`config.mk`:
```
export PLATFORM = sky130hd
export DESIGN_NAME = packet_chained_xor_cipher
export DESIGN_NICKNAME = d
export VERILOG_FILES = /design/src/hdl/pcx_pkg.sv /design/src/hdl/pcx_front.sv /design/src/hdl/pcx_queue.sv /design/src/hdl/pcx_back.sv /design/src/hdl/packet_chained_xor_cipher.sv
export SDC_FILE = /design/constraint.sdc
export NUM_CORES = 1
export LEC_CHECK = 0
export ABC_AREA = 1
export BUFFER_PORTS_ARGS = -buffer_cell sky130_fd_sc_hd__clkbuf_2
export CAP_MARGIN = 20
export CORE_ASPECT_RATIO = 0.8
export CORE_UTILIZATION = 45
export CTS_CLUSTER_DIAMETER = 60
export CTS_CLUSTER_SIZE = 30
export DETAILED_ROUTE_END_ITERATION = 12
export GPL_TIMING_DRIVEN = 0
export PLACE_DENSITY = 0.6
export SLEW_MARGIN = 25
export SYNTH_ARGS = -nofsm -noshare
export SYNTH_HDL_FRONTEND = slang
export SYNTH_HIERARCHICAL = 1
export SYNTH_SLANG_ARGS = --single-unit
```
`constraint.sdc`:
```
create_clock -name clk_i -period 3.3 [get_ports clk_i]
set_clock_uncertainty 0.15 [all_clocks]
set_input_delay 0.495 -clock clk_i [delete_from_list [all_inputs] [get_ports clk_i]]
set_output_delay 0.495 -clock clk_i [all_outputs]
set_load 0.02 [all_outputs]
```
`src/hdl/pcx_pkg.sv`:
```
package pcx_pkg;

  // Key derivation and key roll constants.
  localparam logic [31:0] KeyMixA  = 32'h9C30_D539;
  localparam logic [31:0] KeyMixB  = 32'h930F_D7E2;
  localparam logic [31:0] KeyMixC  = 32'h7C72_E993;
  localparam logic [31:0] KeyStep  = 32'h287E_FFC3;
  localparam int unsigned SeedRotR = 13;

  // Largest number of result bytes one input item can release.
  localparam int unsigned MaxResults = 4;
  localparam int unsigned ResIdxW    = $clog2(MaxResults);

  // Default number of result groups held between the front and the back.
  localparam int unsigned QueueDepthDef = 4;

  typedef enum logic [1:0] {
    OP_DECRYPT = 2'd0,
    OP_ENCRYPT = 2'd1,
    OP_INIT    = 2'd2
  } op_e;

  // One group of result bytes produced by a single input item.
  typedef struct packed {
    logic [MaxResults-1:0][7:0] bytes;
    logic [ResIdxW-1:0]         cnt_m1;     // number of bytes minus one
    logic                       last;       // final byte of the group ends the packet
    logic                       short_pkt;  // packet under four bytes, passed unchanged
  } group_t;

  function automatic logic [63:0] roll_key(input logic [63:0] key, input logic [31:0] mask);
    logic [31:0] lo;
    logic [31:0] hi;
    lo = key[31:0] ^ mask;
    hi = key[63:32] + KeyStep;
    return {hi, lo};
  endfunction

endpackage

```
`src/hdl/pcx_front.sv`:
```
module pcx_front (
  input  logic                  clk_i,
  input  logic                  rst_ni,
  input  logic                  seed_we_i,
  input  logic [31:0]           seed_value_i,
  input  logic                  accept_i,
  input  logic [1:0]            opcode_i,
  input  logic [7:0]            data_byte_i,
  input  logic                  last_byte_i,
  output logic                  group_valid_o,
  output pcx_pkg::group_t       group_o
);
  import pcx_pkg::*;

  logic [31:0] seed_q;
  logic [63:0] recv_key_q, recv_key_d;
  logic [63:0] send_key_q, send_key_d;
  logic        ready_q, ready_d;
  logic [2:0]  idx_q, idx_d;
  logic        head_done_q, head_done_d;
  logic [7:0]  chain_q, chain_d;
  logic [31:0] mask_q, mask_d;
  logic [7:0]  head_q [3];
  logic [7:0]  head_d [3];

  op_e         op;
  logic [63:0] key;
  logic [7:0]  kb [8];
  logic [31:0] s_mix, s_lo, s_hi;

  // Head mixing terms for both directions.
  logic [7:0]  c0, c1, c2, c3;
  logic [7:0]  dk, dd1, dd2, dd3, dr0, dr1, dr2, dr3;
  logic [7:0]  e0, e1, e2, e3, er0, er1, er2, er3;
  logic [7:0]  body_out;
  logic [63:0] rolled;
  logic [31:0] new_mask;

  assign op  = op_e'(opcode_i);
  assign key = (op == OP_DECRYPT) ? recv_key_q : send_key_q;

  always_comb begin
    for (int i = 0; i < 8; i++) begin
      kb[i] = key[8*i +: 8];
    end
  end

  assign s_mix = seed_q ^ KeyMixA;
  assign s_lo  = (s_mix >> SeedRotR) | (s_mix << (32 - SeedRotR));
  assign s_hi  = KeyMixB ^ s_lo ^ KeyMixC;

  assign c0 = head_q[0];
  assign c1 = head_q[1];
  assign c2 = head_q[2];
  assign c3 = data_byte_i;

  assign dk  = c0 ^ c1 ^ kb[5];
  assign dd1 = c1 ^ c2 ^ kb[4];
  assign dd2 = c2 ^ c3 ^ kb[3];
  assign dd3 = c3 ^ kb[2];
  assign dr0 = dk ^ kb[0];
  assign dr1 = dd1 ^ kb[1] ^ dk;
  assign dr2 = dd2 ^ kb[2] ^ dd1;
  assign dr3 = dd3 ^ kb[3] ^ dd2;

  assign e0  = c0 ^ kb[0];
  assign e1  = c1 ^ e0 ^ kb[1];
  assign e2  = c2 ^ e1 ^ kb[2];
  assign e3  = c3 ^ e2 ^ kb[3];
  assign er3 = e3 ^ kb[2];
  assign er2 = e2 ^ er3 ^ kb[3];
  assign er1 = e1 ^ er2 ^ kb[4];
  assign er0 = e0 ^ er1 ^ kb[5];

  assign body_out = data_byte_i ^ chain_q ^ kb[idx_q];

  always_comb begin
    recv_key_d    = recv_key_q;
    send_key_d    = send_key_q;
    ready_d       = ready_q;
    idx_d         = idx_q;
    head_done_d   = head_done_q;
    chain_d       = chain_q;
    mask_d        = mask_q;
    head_d        = head_q;
    group_valid_o = 1'b0;
    group_o       = '0;
    new_mask      = mask_q;
    rolled        = '0;

    case (op)
      OP_INIT: begin
        recv_key_d  = {s_hi, s_lo};
        send_key_d  = {s_hi, s_lo};
        ready_d     = 1'b1;
        idx_d       = '0;
        head_done_d = 1'b0;
        chain_d     = '0;
        mask_d      = '0;
      end
      OP_DECRYPT, OP_ENCRYPT: begin
        group_valid_o = 1'b1;
        if (!ready_q) begin
          // Keys not derived yet: the byte passes through untouched.
          group_o.bytes[0] = data_byte_i;
          group_o.last     = last_byte_i;
        end else if (!head_done_q && idx_q < 3'd3) begin
          for (int i = 0; i < 3; i++) begin
            if (idx_q == 3'(i)) begin
              head_d[i] = data_byte_i;
            end
          end
          group_valid_o = last_byte_i;
          if (!last_byte_i) begin
            idx_d = idx_q + 3'd1;
          end else begin
            // Short packet: release the buffered bytes unchanged.
            group_o.bytes[0]  = head_q[0];
            group_o.bytes[1]  = head_q[1];
            group_o.bytes[2]  = head_q[2];
            group_o.bytes[idx_q[1:0]] = data_byte_i;
            group_o.cnt_m1    = idx_q[1:0];
            group_o.last      = 1'b1;
            group_o.short_pkt = 1'b1;
            idx_d       = '0;
            head_done_d = 1'b0;
            chain_d     = '0;
            mask_d      = '0;
          end
        end else if (!head_done_q) begin
          // Fourth byte: mix and release the whole head.
          if (op == OP_DECRYPT) begin
            group_o.bytes = {dr3, dr2, dr1, dr0};
            chain_d       = dd3;
            new_mask      = {dr3, dr2, dr1, dr0};
          end else begin
            group_o.bytes = {er3, er2, er1, er0};
            chain_d       = e3;
            new_mask      = {c3, c2, c1, c0};
          end
          group_o.cnt_m1 = ResIdxW'(MaxResults - 1);
          group_o.last   = last_byte_i;
          mask_d         = new_mask;
          head_done_d    = 1'b1;
          idx_d          = 3'd4;
        end else begin
          group_o.bytes[0] = body_out;
          group_o.last     = last_byte_i;
          chain_d          = (op == OP_DECRYPT) ? data_byte_i : body_out;
          idx_d            = idx_q + 3'd1;
        end

        if (ready_q && last_byte_i && (head_done_q || idx_q == 3'd3)) begin
          rolled = roll_key(key, new_mask);
          if (op == OP_DECRYPT) begin
            recv_key_d = rolled;
          end else begin
            send_key_d = rolled;
          end
          idx_d       = '0;
          head_done_d = 1'b0;
          chain_d     = '0;
          mask_d      = '0;
        end
      end
      default: begin
      end
    endcase
  end

  always_ff @(posedge clk_i or negedge rst_ni) begin
    if (!rst_ni) begin
      seed_q      <= '0;
      recv_key_q  <= '0;
      send_key_q  <= '0;
      ready_q     <= 1'b0;
      idx_q       <= '0;
      head_done_q <= 1'b0;
      chain_q     <= '0;
      mask_q      <= '0;
    end else begin
      if (seed_we_i) begin
        seed_q <= seed_value_i;
      end
      if (accept_i) begin
        recv_key_q  <= recv_key_d;
        send_key_q  <= send_key_d;
        ready_q     <= ready_d;
        idx_q       <= idx_d;
        head_done_q <= head_done_d;
        chain_q     <= chain_d;
        mask_q      <= mask_d;
      end
    end
  end

  always_ff @(posedge clk_i) begin
    if (accept_i) begin
      head_q <= head_d;
    end
  end

endmodule

```
`src/hdl/pcx_queue.sv`:
```
module pcx_queue #(
  parameter int unsigned Depth = pcx_pkg::QueueDepthDef
) (
  input  logic                           clk_i,
  input  logic                           rst_ni,
  input  logic                           push_i,
  input  pcx_pkg::group_t                wdata_i,
  input  logic                           pop_i,
  output pcx_pkg::group_t                rdata_o,
  output logic                           full_o,
  output logic                           empty_o,
  output logic [$clog2(Depth+1)-1:0]     level_o
);
  import pcx_pkg::*;

  localparam int unsigned PtrW = (Depth > 1) ? $clog2(Depth) : 1;
  localparam int unsigned CntW = $clog2(Depth + 1);

  group_t            mem_q [Depth];
  logic [PtrW-1:0]   wr_q, rd_q;
  logic [CntW-1:0]   cnt_q;

  assign full_o  = (cnt_q == CntW'(Depth));
  assign empty_o = (cnt_q == '0);
  assign level_o = cnt_q;
  assign rdata_o = mem_q[rd_q];

  always_ff @(posedge clk_i or negedge rst_ni) begin
    if (!rst_ni) begin
      wr_q  <= '0;
      rd_q  <= '0;
      cnt_q <= '0;
    end else begin
      if (push_i) begin
        wr_q <= (wr_q == PtrW'(Depth - 1)) ? '0 : wr_q + PtrW'(1);
      end
      if (pop_i) begin
        rd_q <= (rd_q == PtrW'(Depth - 1)) ? '0 : rd_q + PtrW'(1);
      end
      if (push_i && !pop_i) begin
        cnt_q <= cnt_q + CntW'(1);
      end else if (pop_i && !push_i) begin
        cnt_q <= cnt_q - CntW'(1);
      end
    end
  end

  always_ff @(posedge clk_i) begin
    if (push_i) begin
      mem_q[wr_q] <= wdata_i;
    end
  end

endmodule

```
`src/hdl/pcx_back.sv`:
```
module pcx_back (
  input  logic                              clk_i,
  input  logic                              rst_ni,
  input  pcx_pkg::group_t                   group_i,
  input  logic                              group_empty_i,
  output logic                              group_pop_o,
  input  logic                              pop_i,
  output logic [7:0]                        out_byte_o,
  output logic                              out_last_o,
  output logic                              short_packet_o,
  output logic [pcx_pkg::ResIdxW-1:0]       sub_o
);
  import pcx_pkg::*;

  logic [ResIdxW-1:0] sub_q, sub_d;
  logic               at_end;
  logic               take;

  assign at_end         = (sub_q == group_i.cnt_m1);
  assign take           = pop_i && !group_empty_i;
  assign group_pop_o    = take && at_end;
  assign out_byte_o     = group_i.bytes[sub_q];
  assign out_last_o     = group_i.last && at_end;
  assign short_packet_o = group_i.short_pkt;
  assign sub_o          = sub_q;

  always_comb begin
    sub_d = sub_q;
    if (take) begin
      sub_d = at_end ? '0 : sub_q + ResIdxW'(1);
    end
  end

  always_ff @(posedge clk_i or negedge rst_ni) begin
    if (!rst_ni) begin
      sub_q <= '0;
    end else begin
      sub_q <= sub_d;
    end
  end

endmodule

```
`src/hdl/packet_chained_xor_cipher.sv`:
```
// A byte that releases results writes its group into the result queue, which feeds the result ports.
// Throughput: one input transfer per cycle unless the queue is full and one result transfer per
// cycle unless it is empty; a packet's fourth byte releases four results, drained one per cycle from the group queue.
// Reset (rst_ni low, asynchronous) clears both keys, the initialized flag, the packet
// position, chain byte, head mask, seed register and the result queue.
module packet_chained_xor_cipher #(
  parameter int unsigned QueueDepth = pcx_pkg::QueueDepthDef
) (
  input  logic       clk_i,
  input  logic       rst_ni,
  input  logic       seed_we_i,
  input  logic [31:0] seed_value_i,
  input  logic       push,
  output logic       full,
  input  logic [1:0] opcode_i,
  input  logic [7:0] data_byte_i,
  input  logic       last_byte_i,
  output logic       empty,
  input  logic       pop,
  output logic [7:0] out_byte_o,
  output logic       out_last_o,
  output logic       short_packet_o
);
  import pcx_pkg::*;

  localparam int unsigned LevelW = $clog2(QueueDepth + 1);

  // The front holds the keys and the packet position. It turns every transfer into
  // at most one group of result bytes, so its state advances one item per cycle while the queue is not full.
  logic              accept;
  logic              group_valid;
  group_t            group_in;

  // The queue keeps finished groups; the back splits each group into single
  // result transfers, so a stalled consumer never holds up the front until the
  // queue fills.
  group_t            group_head;
  logic              group_pop;
  logic [LevelW-1:0] level;
  logic [ResIdxW-1:0] sub;

  assign accept = push && !full;

  pcx_front u_front (
    .clk_i         (clk_i),
    .rst_ni        (rst_ni),
    .seed_we_i     (seed_we_i),
    .seed_value_i  (seed_value_i),
    .accept_i      (accept),
    .opcode_i      (opcode_i),
    .data_byte_i   (data_byte_i),
    .last_byte_i   (last_byte_i),
    .group_valid_o (group_valid),
    .group_o       (group_in)
  );

  pcx_queue #(
    .Depth (QueueDepth)
  ) u_queue (
    .clk_i   (clk_i),
    .rst_ni  (rst_ni),
    .push_i  (accept && group_valid),
    .wdata_i (group_in),
    .pop_i   (group_pop),
    .rdata_o (group_head),
    .full_o  (full),
    .empty_o (empty),
    .level_o (level)
  );

  pcx_back u_back (
    .clk_i          (clk_i),
    .rst_ni         (rst_ni),
    .group_i        (group_head),
    .group_empty_i  (empty),
    .group_pop_o    (group_pop),
    .pop_i          (pop),
    .out_byte_o     (out_byte_o),
    .out_last_o     (out_last_o),
    .short_packet_o (short_packet_o),
    .sub_o          (sub)
  );

  // The queue never holds more groups than it has entries.
  assert property (@(posedge clk_i) disable iff (!rst_ni)
    level <= LevelW'(QueueDepth))
    else $error("result queue overflow");

  // The position inside the current group stays within that group's byte count.
  assert property (@(posedge clk_i) disable iff (!rst_ni)
    !empty |-> sub <= group_head.cnt_m1)
    else $error("result position past end of group");

  // While nothing waits, the back sits at the start of a group.
  assert property (@(posedge clk_i) disable iff (!rst_ni)
    empty |-> sub == '0)
    else $error("result position not cleared with empty queue");

  // A short packet group always ends its packet.
  assert property (@(posedge clk_i) disable iff (!rst_ni)
    (!empty && group_head.short_pkt) |-> group_head.last)
    else $error("short packet group without packet end");

endmodule
```
==> Word-level counts from Yosys, hierarchy flattened <==
Memory sizes are Yosys's and may differ from the RTL's.
Cells that the tools add are included.
{ "totals": {"reg_bits": 238, "ramBits": 144, "inputBits": 48, "out_inout_bits": 12, "word_cells": 176, "memories": 1} }
{ "mem_list": {"columns": ["memory", "words", "word_bits", "rd", "rd_ports_with_merged_regs", "wr", "line_no", "text"], "rows": [
  ["u_queue.mem_q", 4, 36, 1, 0, 1, "pcx_queue.sv:19", "group_t mem_q [Depth];"]
]} }
{ "op_classes": {"add_sub_neg": 7, "n_lt_le_gt_ge": 5, "n_eq_ne": 14, "n_mux": 67, "n_bitwise": 36, "reduce_logical": 31} }
{ "op_table": {"columns": ["operator", "n"], "rows": [
  ["2-to-1 mux 32 bit", 10],
  ["2-to-1 mux 64 bit", 5],
  ["one-hot mux 64 bit (2 select lines)", 2],
  ["XOR 8 bit", 30],
  ["2-to-1 mux 8 bit", 13],
  ["2-to-1 mux 36 bit", 2],
  ["one-hot mux 32 bit (2 select lines)", 1],
  ["2-to-1 mux 24 bit", 2],
  ["NOT 18 bit", 2],
  ["2-to-1 mux 35 bit", 1],
  ["adder 32 x 30 -> 32 bit, second input constant", 1],
  ["bitwise mux 32 bit", 1],
  ["OR 19 x 32 -> 32 bit", 1],
  ["XOR 32 bit", 1],
  ["binary-select mux 8 bit (select 3 bit)", 1],
  ["2-to-1 mux 3 bit", 7],
  ["binary-select mux 8 bit (select 2 bit)", 1],
  ["demux 8 bit (select 2 bit)", 1],
  ["one-hot mux 8 bit (2 select lines)", 1],
  ["NOT 15 bit", 1],
  ["AND reduction 5 bit", 3],
  ["2-to-1 mux 1 bit", 12],
  ["AND reduction 4 bit", 3],
  ["logical AND 1 bit", 11],
  ["other kinds (29)", 47]
]} }

==> Longest topological paths before layout <==
Gate-level depths: netlist (run 1).
{ "logic_depth": {"word_depth": 21, "ltp_mapped": 21, "ltp_nobuf": 18} }

==> Cells and area by module <==
The synthesis (run 1) kept the hierarchy.
{ "modules_own_cells": {"columns": ["mod", "instances", "cells_each", "area_per_inst_um2", "seq_area_each_um2"], "rows": [
  ["pcx_front", 1, 2629, 17090.1, 5850.6],
  ["pcx_queue", 1, 471, 6379.9, 4499.3],
  ["pcx_back", 1, 82, 431.7, 50.0],
  ["packet_chained_xor_cipher", 1, 5, 23.8, 0.0]
]} }

==> Worst setup path after synthesis (run 1) <==
No wires, ideal clock.
{ "synth_path": {"path_type": "reg2reg", "start": "reg u_front.idx_q[0]", "end": "reg u_front.head_q (netlist bit u_front/c2[0]) (enable)", "setup_time_ns": 0.395, "t_arrival_ns": 2.182, "t_required_ns": 2.755, "path_slack_ns": 0.574, "stages_incl_launch_ff": 7, "n_path_buf": 2, "period_less_slack_ns": 2.726, "cell_sequence": "dfrtp_1 > buf_4 > inv_1 > clkbuf_1 > ha_1 > inv_1 > nor4_1"} }
{ "synth_between": {"elab_chain_len": 3, "elab_cells_between_ends": 4, "classes_between": "order compare: 1; eq/ne: 1; reduce/logical: 2"} }
{ "synth_lines": {"columns": ["element", "line_no", "text"], "rows": [
  ["start: declaration", "pcx_front.sv:19", "logic [2:0] idx_q, idx_d;"],
  ["start signal: assignment", "pcx_front.sv:189", "idx_q <= idx_d;"],
  ["less-than comparator 3 x 2 -> 1 bit", "pcx_front.sv:107", "end else if (!head_done_q && idx_q < 3'd3) begin"],
  ["logical AND 1 bit", "pcx_front.sv:107", null],
  ["AND reduction 5 bit (no source line) *", null, null],
  ["end signal: assignment", "pcx_front.sv:199", "head_q <= head_d;"],
  ["end: declaration", "pcx_front.sv:23", "logic [7:0] head_q [3];"]
]} }
Every way passes the cells marked *; elsewhere a longest branch is shown, timed or not.
A chain may end at the register's enable or synchronous reset.

==> flow_metrics.env, run 1 <==
export IMPL_synth_main_ff_cell="dfrtp_1"
export IMPL_cp_required_ns=3.48
export IMPL_via_per_inst=6.01
export IMPL_cts_buffers=36
export IMPL_track_usage=0.405
export IMPL_syn_num_nets=3248
export IMPL_cp_arrival_ns=3.53
export IMPL_drtPass1Iterations=8
export IMPL_htreeDepth=2
export IMPL_coreArea_mm2=0.0525
export IMPL_setup_slack_ns=-0.0513
export IMPL_drive_gt1_frac=0.130
export IMPL_yosys_area_top_type_share=0.224
export IMPL_clkSlewWorstSetupHoldPaths_ns=0.09
export IMPL_drt_iter0_drc=3663
export IMPL_hold_path_class="input port to register"
export IMPL_clockBufferDepth=3
export IMPL_outcome="finished with violations"
export IMPL_worstSetupEndpointType="register"
export IMPL_syn2layout_area_growth_pct=14.4
export IMPL_antenna_left=0
export IMPL_tightest_slew_ns=1.15
export IMPL_yosysTopAreaCell="dfrtp_1"
export IMPL_crit_fanout=10
export IMPL_totalWireLength_um=110000
export IMPL_start_kind="input port"
export IMPL_rows=75
export IMPL_max_freq_mhz=298
export IMPL_final_period_utilization=1.02
export IMPL_grt_pass1_wl_um=155000
export IMPL_power_uw=27300
export IMPL_grt_ovfl_total=0
export IMPL_ys_seq_area_frac=0.435
export IMPL_syn_area_mm2=0.0239
export IMPL_grt_pass1_vias=22200
export IMPL_final_cell_mix="nand2_1 (1,179), inv_1 (344), nand3_1 (271)"
export IMPL_routedWlPerCell_um=27.2
export IMPL_setup_viol=16
export IMPL_synth_area_per_cell_um2=7.51
export IMPL_die_w_um=260
export IMPL_cts_root_buf="clkbuf_16"
export IMPL_ios=60
export IMPL_yosys_top_cells_area="dfrtp_1 (22%), edfxtp_1 (21%), nand2_1 (19%)"
export IMPL_fin_util=0.522
export IMPL_layout_nets=3388
export IMPL_antenna_found_initial=3
export IMPL_met1Wirelength_um=48200
export IMPL_dp_hpwl_um=85200
export IMPL_powerDensity_mw_per_mm2=997
export IMPL_rsz0062_at_grt="true"
export IMPL_cts_sinks=382
export IMPL_yosysUniqueCellTypes=57
export IMPL_synth_warnings=6
export IMPL_critical_path_class="input port to register"
export IMPL_peakVddDrop_mv=0.574
export IMPL_top_layer="met5"
export IMPL_slew_headroom=0.232
export IMPL_dieArea_mm2=0.0541
export IMPL_leakagePower_uw=0.0130
export IMPL_layout_commonest_cell="nand2_1"
export IMPL_finalCriticalPeriod_ns=3.35
export IMPL_wl_met2_um=42900
export IMPL_clk_latency_ns=0.59
export IMPL_vias=24300
export IMPL_violations="setup timing"
export IMPL_synth_edf_count=168
export IMPL_ys_ff_latch=382
export IMPL_cts_tree="done"
export IMPL_synthCells=3187
export IMPL_ys_async_sr_fraction=0.560
export IMPL_initial_core_util=0.456
export IMPL_grt_max_degree=79
export IMPL_place_gp_congestion=1.07
export IMPL_final_hold_violation_count=0
export IMPL_wl_met3_um=15700
export IMPL_portBuffers=57
export IMPL_cap_violations=0
export IMPL_fp_dieH_um=208
export IMPL_maxSlewViolCount=0
export IMPL_drc=0
cell usage after synthesis, types with 45 or more instances:
cell type and count:
a21oi_1 116, clkbuf_1 74, dfrtp_1 214, edfxtp_1 168
inv_1 351, nand2_1 1185, nand3_1 272, nor2_1 105
o211ai_1 45, o211ai_2 49, o21ai_0 182, o21ai_1 48
xor2_1 67
registers in the layout, indices dropped and copies added, names as in the netlist, 3 cells and up:
register and count:
u_front/c0 8, u_front/c1 8, u_front/c2 8, u_front/chain_q 8
u_front/idx_q 3, u_front/mask_q 32, u_front/recv_key_q 64, u_front/seed_q 32
u_front/send_key_q 64, u_queue/level_o 3, u_queue/mem_q 144
routing by layer:
layer | up-vias | track usage
met4 | 2 | 0.114
li1 | 10600 | -
met2 | 1607 | 0.539
met1 | 11900 | 0.615
met3 | 200 | 0.133
met5 | - | 0
cell families after synthesis:
family	share of synthesized area
adder cells (fa/ha/maj)	0.00711
AND/OR/NAND/NOR	0.286
flip-flops	0.435
AO/OA/AOI/OAI	0.139
buffers and inverters	0.0916
XOR/XNOR	0.0330
multiplexers	0.00847
worst max-delay path, stage by stage:
cell and delay [ns]:
clkbuf_2 0.23, nor2_8 0.27, buf_6 0.25, buf_6 0.25, nand2_1 0.07, o21ai_1 0.35, inv_1 0.25, xor2_2 0.46
xnor2_1 0.24, nand3_1 0.12, o211ai_1 0.10, a21oi_1 0.43
path summary, 6_finish.rpt:
kind / start / to / slack, ns / depth (start not counted)
max: opcode_i[0] / u_queue/mem_q[2][29] / -0.05 / 12
max in group asynchronous: rst_ni / u_front/mask_q[29] / 1.37 / 4
max reg2reg: u_front/head_done_q / u_queue/mem_q[0][6] / -0.03 / 7
min in group asynchronous: rst_ni / u_front/recv_key_q[12] / 0.35 / 2
min: seed_value_i[23] / u_front/seed_q[23] / 0.02 / 2
min reg2reg: u_front/send_key_q[12] / u_front/send_key_q[12] / 0.33 / 2
cell type report:
cell class / instances / area, um^2
Inverter: 362 / 1370
Fill cell: 5039 / 25100
Antenna cell: 2 / 5.00
Timing Repair Buffer: 105 / 847
Buffer: 148 / 885
Multi-Input combinational cell: 2292 / 11600
Tap cell: 693 / 867
Clock inverter: 23 / 425
Sequential cell: 382 / 10400
Clock buffer: 40 / 957
through the flow:
stage	cells	hold WS (ns)	area (um^2)	setup WS, ns	TNS (ns)
6_report	4047	0.0160	27400	-0.0513	-0.535
5_1_grt	4045	0.0168	27400	-0.0147	-0.0797
4_1_cts	4045	0.00543	27200	0.00832	0
3_5_place_dp	3945	0.315	25200	-0.889	-177.77
3_3_place_gp	3937	0.306	25100	-3.15	-971.09
2_1_floorplan	3187	0.0494	23900	0.574	0
timing repair:
action,CTS,global route
pin swaps,1,4
resized for setup,63,73
endpoints found under the hold margin,103,0
endpoints found under the setup margin,441,263
hold buffers,33,0
setup buffers,5,2
report_power, final:
group | total, uW | switching, uW | internal (uW)
Clock | 4830 | 2480 | 2350
Combinational | 15300 | 11000 | 4260
Sequential | 7190 | 819 | 6370
Total | 27300 | 14300 | 13000
Power figures use the tool's default switching activity.
==> run 2: changes to the inputs <==
--- a/config.mk
+++ b/config.mk
@@ -21,2 +21,3 @@
 export SYNTH_HIERARCHICAL = 1
 export SYNTH_SLANG_ARGS = --single-unit
+export TNS_END_PERCENT = 10
==> constraint.sdc (replaced) <==
create_clock -name clk_i -period 3.3 [get_ports clk_i]
set_clock_uncertainty 0.15 [all_clocks]
set_input_delay 0.99 -clock clk_i [delete_from_list [all_inputs] [get_ports clk_i]]
set_output_delay 0.99 -clock clk_i [all_outputs]
set_load 0.02 [all_outputs]
==> flow_metrics.env, run 2 (synthesis results as in run 1) <==
export IMPL_layout_commonest_cell="nand2_1"
export IMPL_portBuffers=57
export IMPL_powerDensity_mw_per_mm2=1010
export IMPL_slew_headroom=0.248
export IMPL_tightest_slew_ns=1.13
export IMPL_cts_tree="done"
export IMPL_place_gp_congestion=1.07
export IMPL_hold_path_class="input port to asynchronous set/reset pin"
export IMPL_cp_required_ns=2.16
export IMPL_final_cell_mix="nand2_1 (1,162), inv_1 (336), nand3_1 (267)"
export IMPL_largest_register="u_queue/mem_q"
export IMPL_outcome="finished with violations"
export IMPL_fp_dieH_um=208
export IMPL_fillerInstances=5009
export IMPL_maxSlewViolCount=0
export IMPL_p_int_uw=13400
export IMPL_layout_nets=3376
export IMPL_largest_register_ffs=144
export IMPL_startpoint="u_queue/rd_q[0]"
export IMPL_violations="setup timing"
export IMPL_clk_latency_ns=0.59
export IMPL_dp_cells=3945
export IMPL_cts_sinks=382
export IMPL_crit_fanout=10
export IMPL_antenna_found_initial=3
export IMPL_syn2layout_area_growth_pct=16.3
export IMPL_finalCriticalPeriod_ns=3.47
export IMPL_cts_buffers=36
export IMPL_final_hold_violation_count=0
export IMPL_setup_viol=49
export IMPL_peakVddDrop_mv=0.571
export IMPL_max_freq_mhz=289
export IMPL_routedWlPerCell_um=27.4
export IMPL_initial_core_util=0.456
export IMPL_leakagePower_uw=0.0131
export IMPL_grt_ovfl_total=0
export IMPL_drt_iter0_drc=3826
export IMPL_sw_frac_of_total=0.523
export IMPL_vias=24300
export IMPL_pre_cts_ws_ns=-1.29
export IMPL_dieArea_mm2=0.0541
export IMPL_final_cells=4036
export IMPL_top_regs="u_queue/mem_q: 144 flops, u_front/recv_key_q: 64 flops, u_front/send_key_q: 64 flops"
export IMPL_dp_hpwl_um=85200
export IMPL_grt_pass1_vias=22200
export IMPL_grt_pass1_wl_um=155000
export IMPL_htreeDepth=2
export IMPL_grt_max_degree=79
export IMPL_drive_gt1_frac=0.159
export IMPL_cts_root_buf="clkbuf_16"
export IMPL_via_per_inst=6.01
export IMPL_p_sw_uw=14700
export IMPL_p_seq_frac=0.257
export IMPL_pwr_share_comb=0.571
export IMPL_drtPass1Iterations=8
export IMPL_clkSlewWorstSetupHoldPaths_ns=0.09
export IMPL_coreArea_mm2=0.0525
export IMPL_clockBufferDepth=3
export IMPL_antenna_left=0
export IMPL_start_kind="register"
export IMPL_track_usage=0.406
export IMPL_totalWireLength_um=110000
export IMPL_die_w_um=260
export IMPL_cp_arrival_ns=2.33
export IMPL_ios=60
export IMPL_regToRegStartpoint="u_front/c2[5]"
export IMPL_critical_path_class="register to output port"
export IMPL_multi_input_area_mm2=0.0121
export IMPL_rsz0062_at_grt="true"
export IMPL_drc=0
export IMPL_final_seq_area_mm2=0.0104
export IMPL_hold_buffers=0
export IMPL_final_period_utilization=1.05
export IMPL_worstSetupEndpointType="output port"
export IMPL_cap_violations=0
export IMPL_rows=75
export IMPL_setup_slack_ns=-0.165
export IMPL_p_clk_frac=0.172
[run 2: changes by cell type in the layout (fill, tap and decap cells not counted), sizes merged]
cell	before	now
dlygate4sd3	33	0
clkbuf	175	170
clkinvlp	2	3
diode	2	3
buf	84	111
inv	366	365
clkdlybuf4s15	1	0
[run 2: power by group through the flow]
stage	clock, uW	sequential (uW)	combinational (uW)
final	4820	7200	16000
after global routing	5010	7310	17000
after CTS	4860	7150	14900
after detailed placement	0	7240	14200
after global placement	0	7200	14000
after floorplan	0	7000	9160
[run 2: final timing paths]
check                      slack [ns]  cells past startpoint                      to
hold reg to reg                  0.33                      2  u_front/send_key_q[12]
setup reg to reg                -0.11                     15  u_front/send_key_q[13]
min in group clk_i               0.33                      2  u_front/send_key_q[12]
hold / removal                   0.27                      1  u_front/recv_key_q[10]
setup / recovery                -0.17                     10           out_byte_o[1]
max in group asynchronous        1.43                      3      u_front/mask_q[29]
[run 2: stage by stage]
step	utilization	hold WS, ns	total power, uW	TNS, ns	cell area, um^2
after global placement	0.478	0.306	21200	-1207.77	25100
after detailed placement	0.481	0.315	21400	-304.10	25200
after CTS	0.520	0.297	26900	-1.94	27300
after global routing	0.530	0.320	29400	-4.26	27800
after floorplan	-	0.292	16200	0	23900
final	0.530	0.268	28000	-3.21	27800
[run 2: worst max-delay path, cell delays in order (launching register included)]
cell      delay (ns)
dfrtp_2         0.42
clkinv_4        0.13
buf_12          0.18
buf_6           0.17
o211ai_2        0.14
nand2_1         0.08
nor2_2          0.08
nor2_1          0.04
o21ai_1         0.22
o21ai_2         0.09
clkbuf_2        0.17
[run 2: area by class of cell]
class,instances,area share
plain buffers,149,0.0368
diodes,3,0.000270
well taps,693,0.0312
flip-flops and latches,382,0.374
repair buffers,92,0.0250
clock inverters,23,0.0153
inverters,362,0.0498
clock buffers,40,0.0344
multi-input cells,2292,0.433
[run 2: repair_timing]
| action | 4_1_cts | 5_1_grt |
|---|---|---|
| endpoints found under the setup margin | 450 | 365 |
| buffers inserted | 11 | 15 |
| resized for setup | 160 | 126 |
| pin swaps | 5 | 12 |
| gates cloned | 0 | 1 |
[run 2: per-layer routing]
layer  global-route usage  wire length, um  share of wire  vias up
met5                    0               86        0.00078        -
met1                0.614            47800           0.43    11800
met3                0.136            16400           0.15      199
met2                0.541            43000           0.39     1675
met4                0.112             3220          0.029        4
li1                     -                -              -    10600
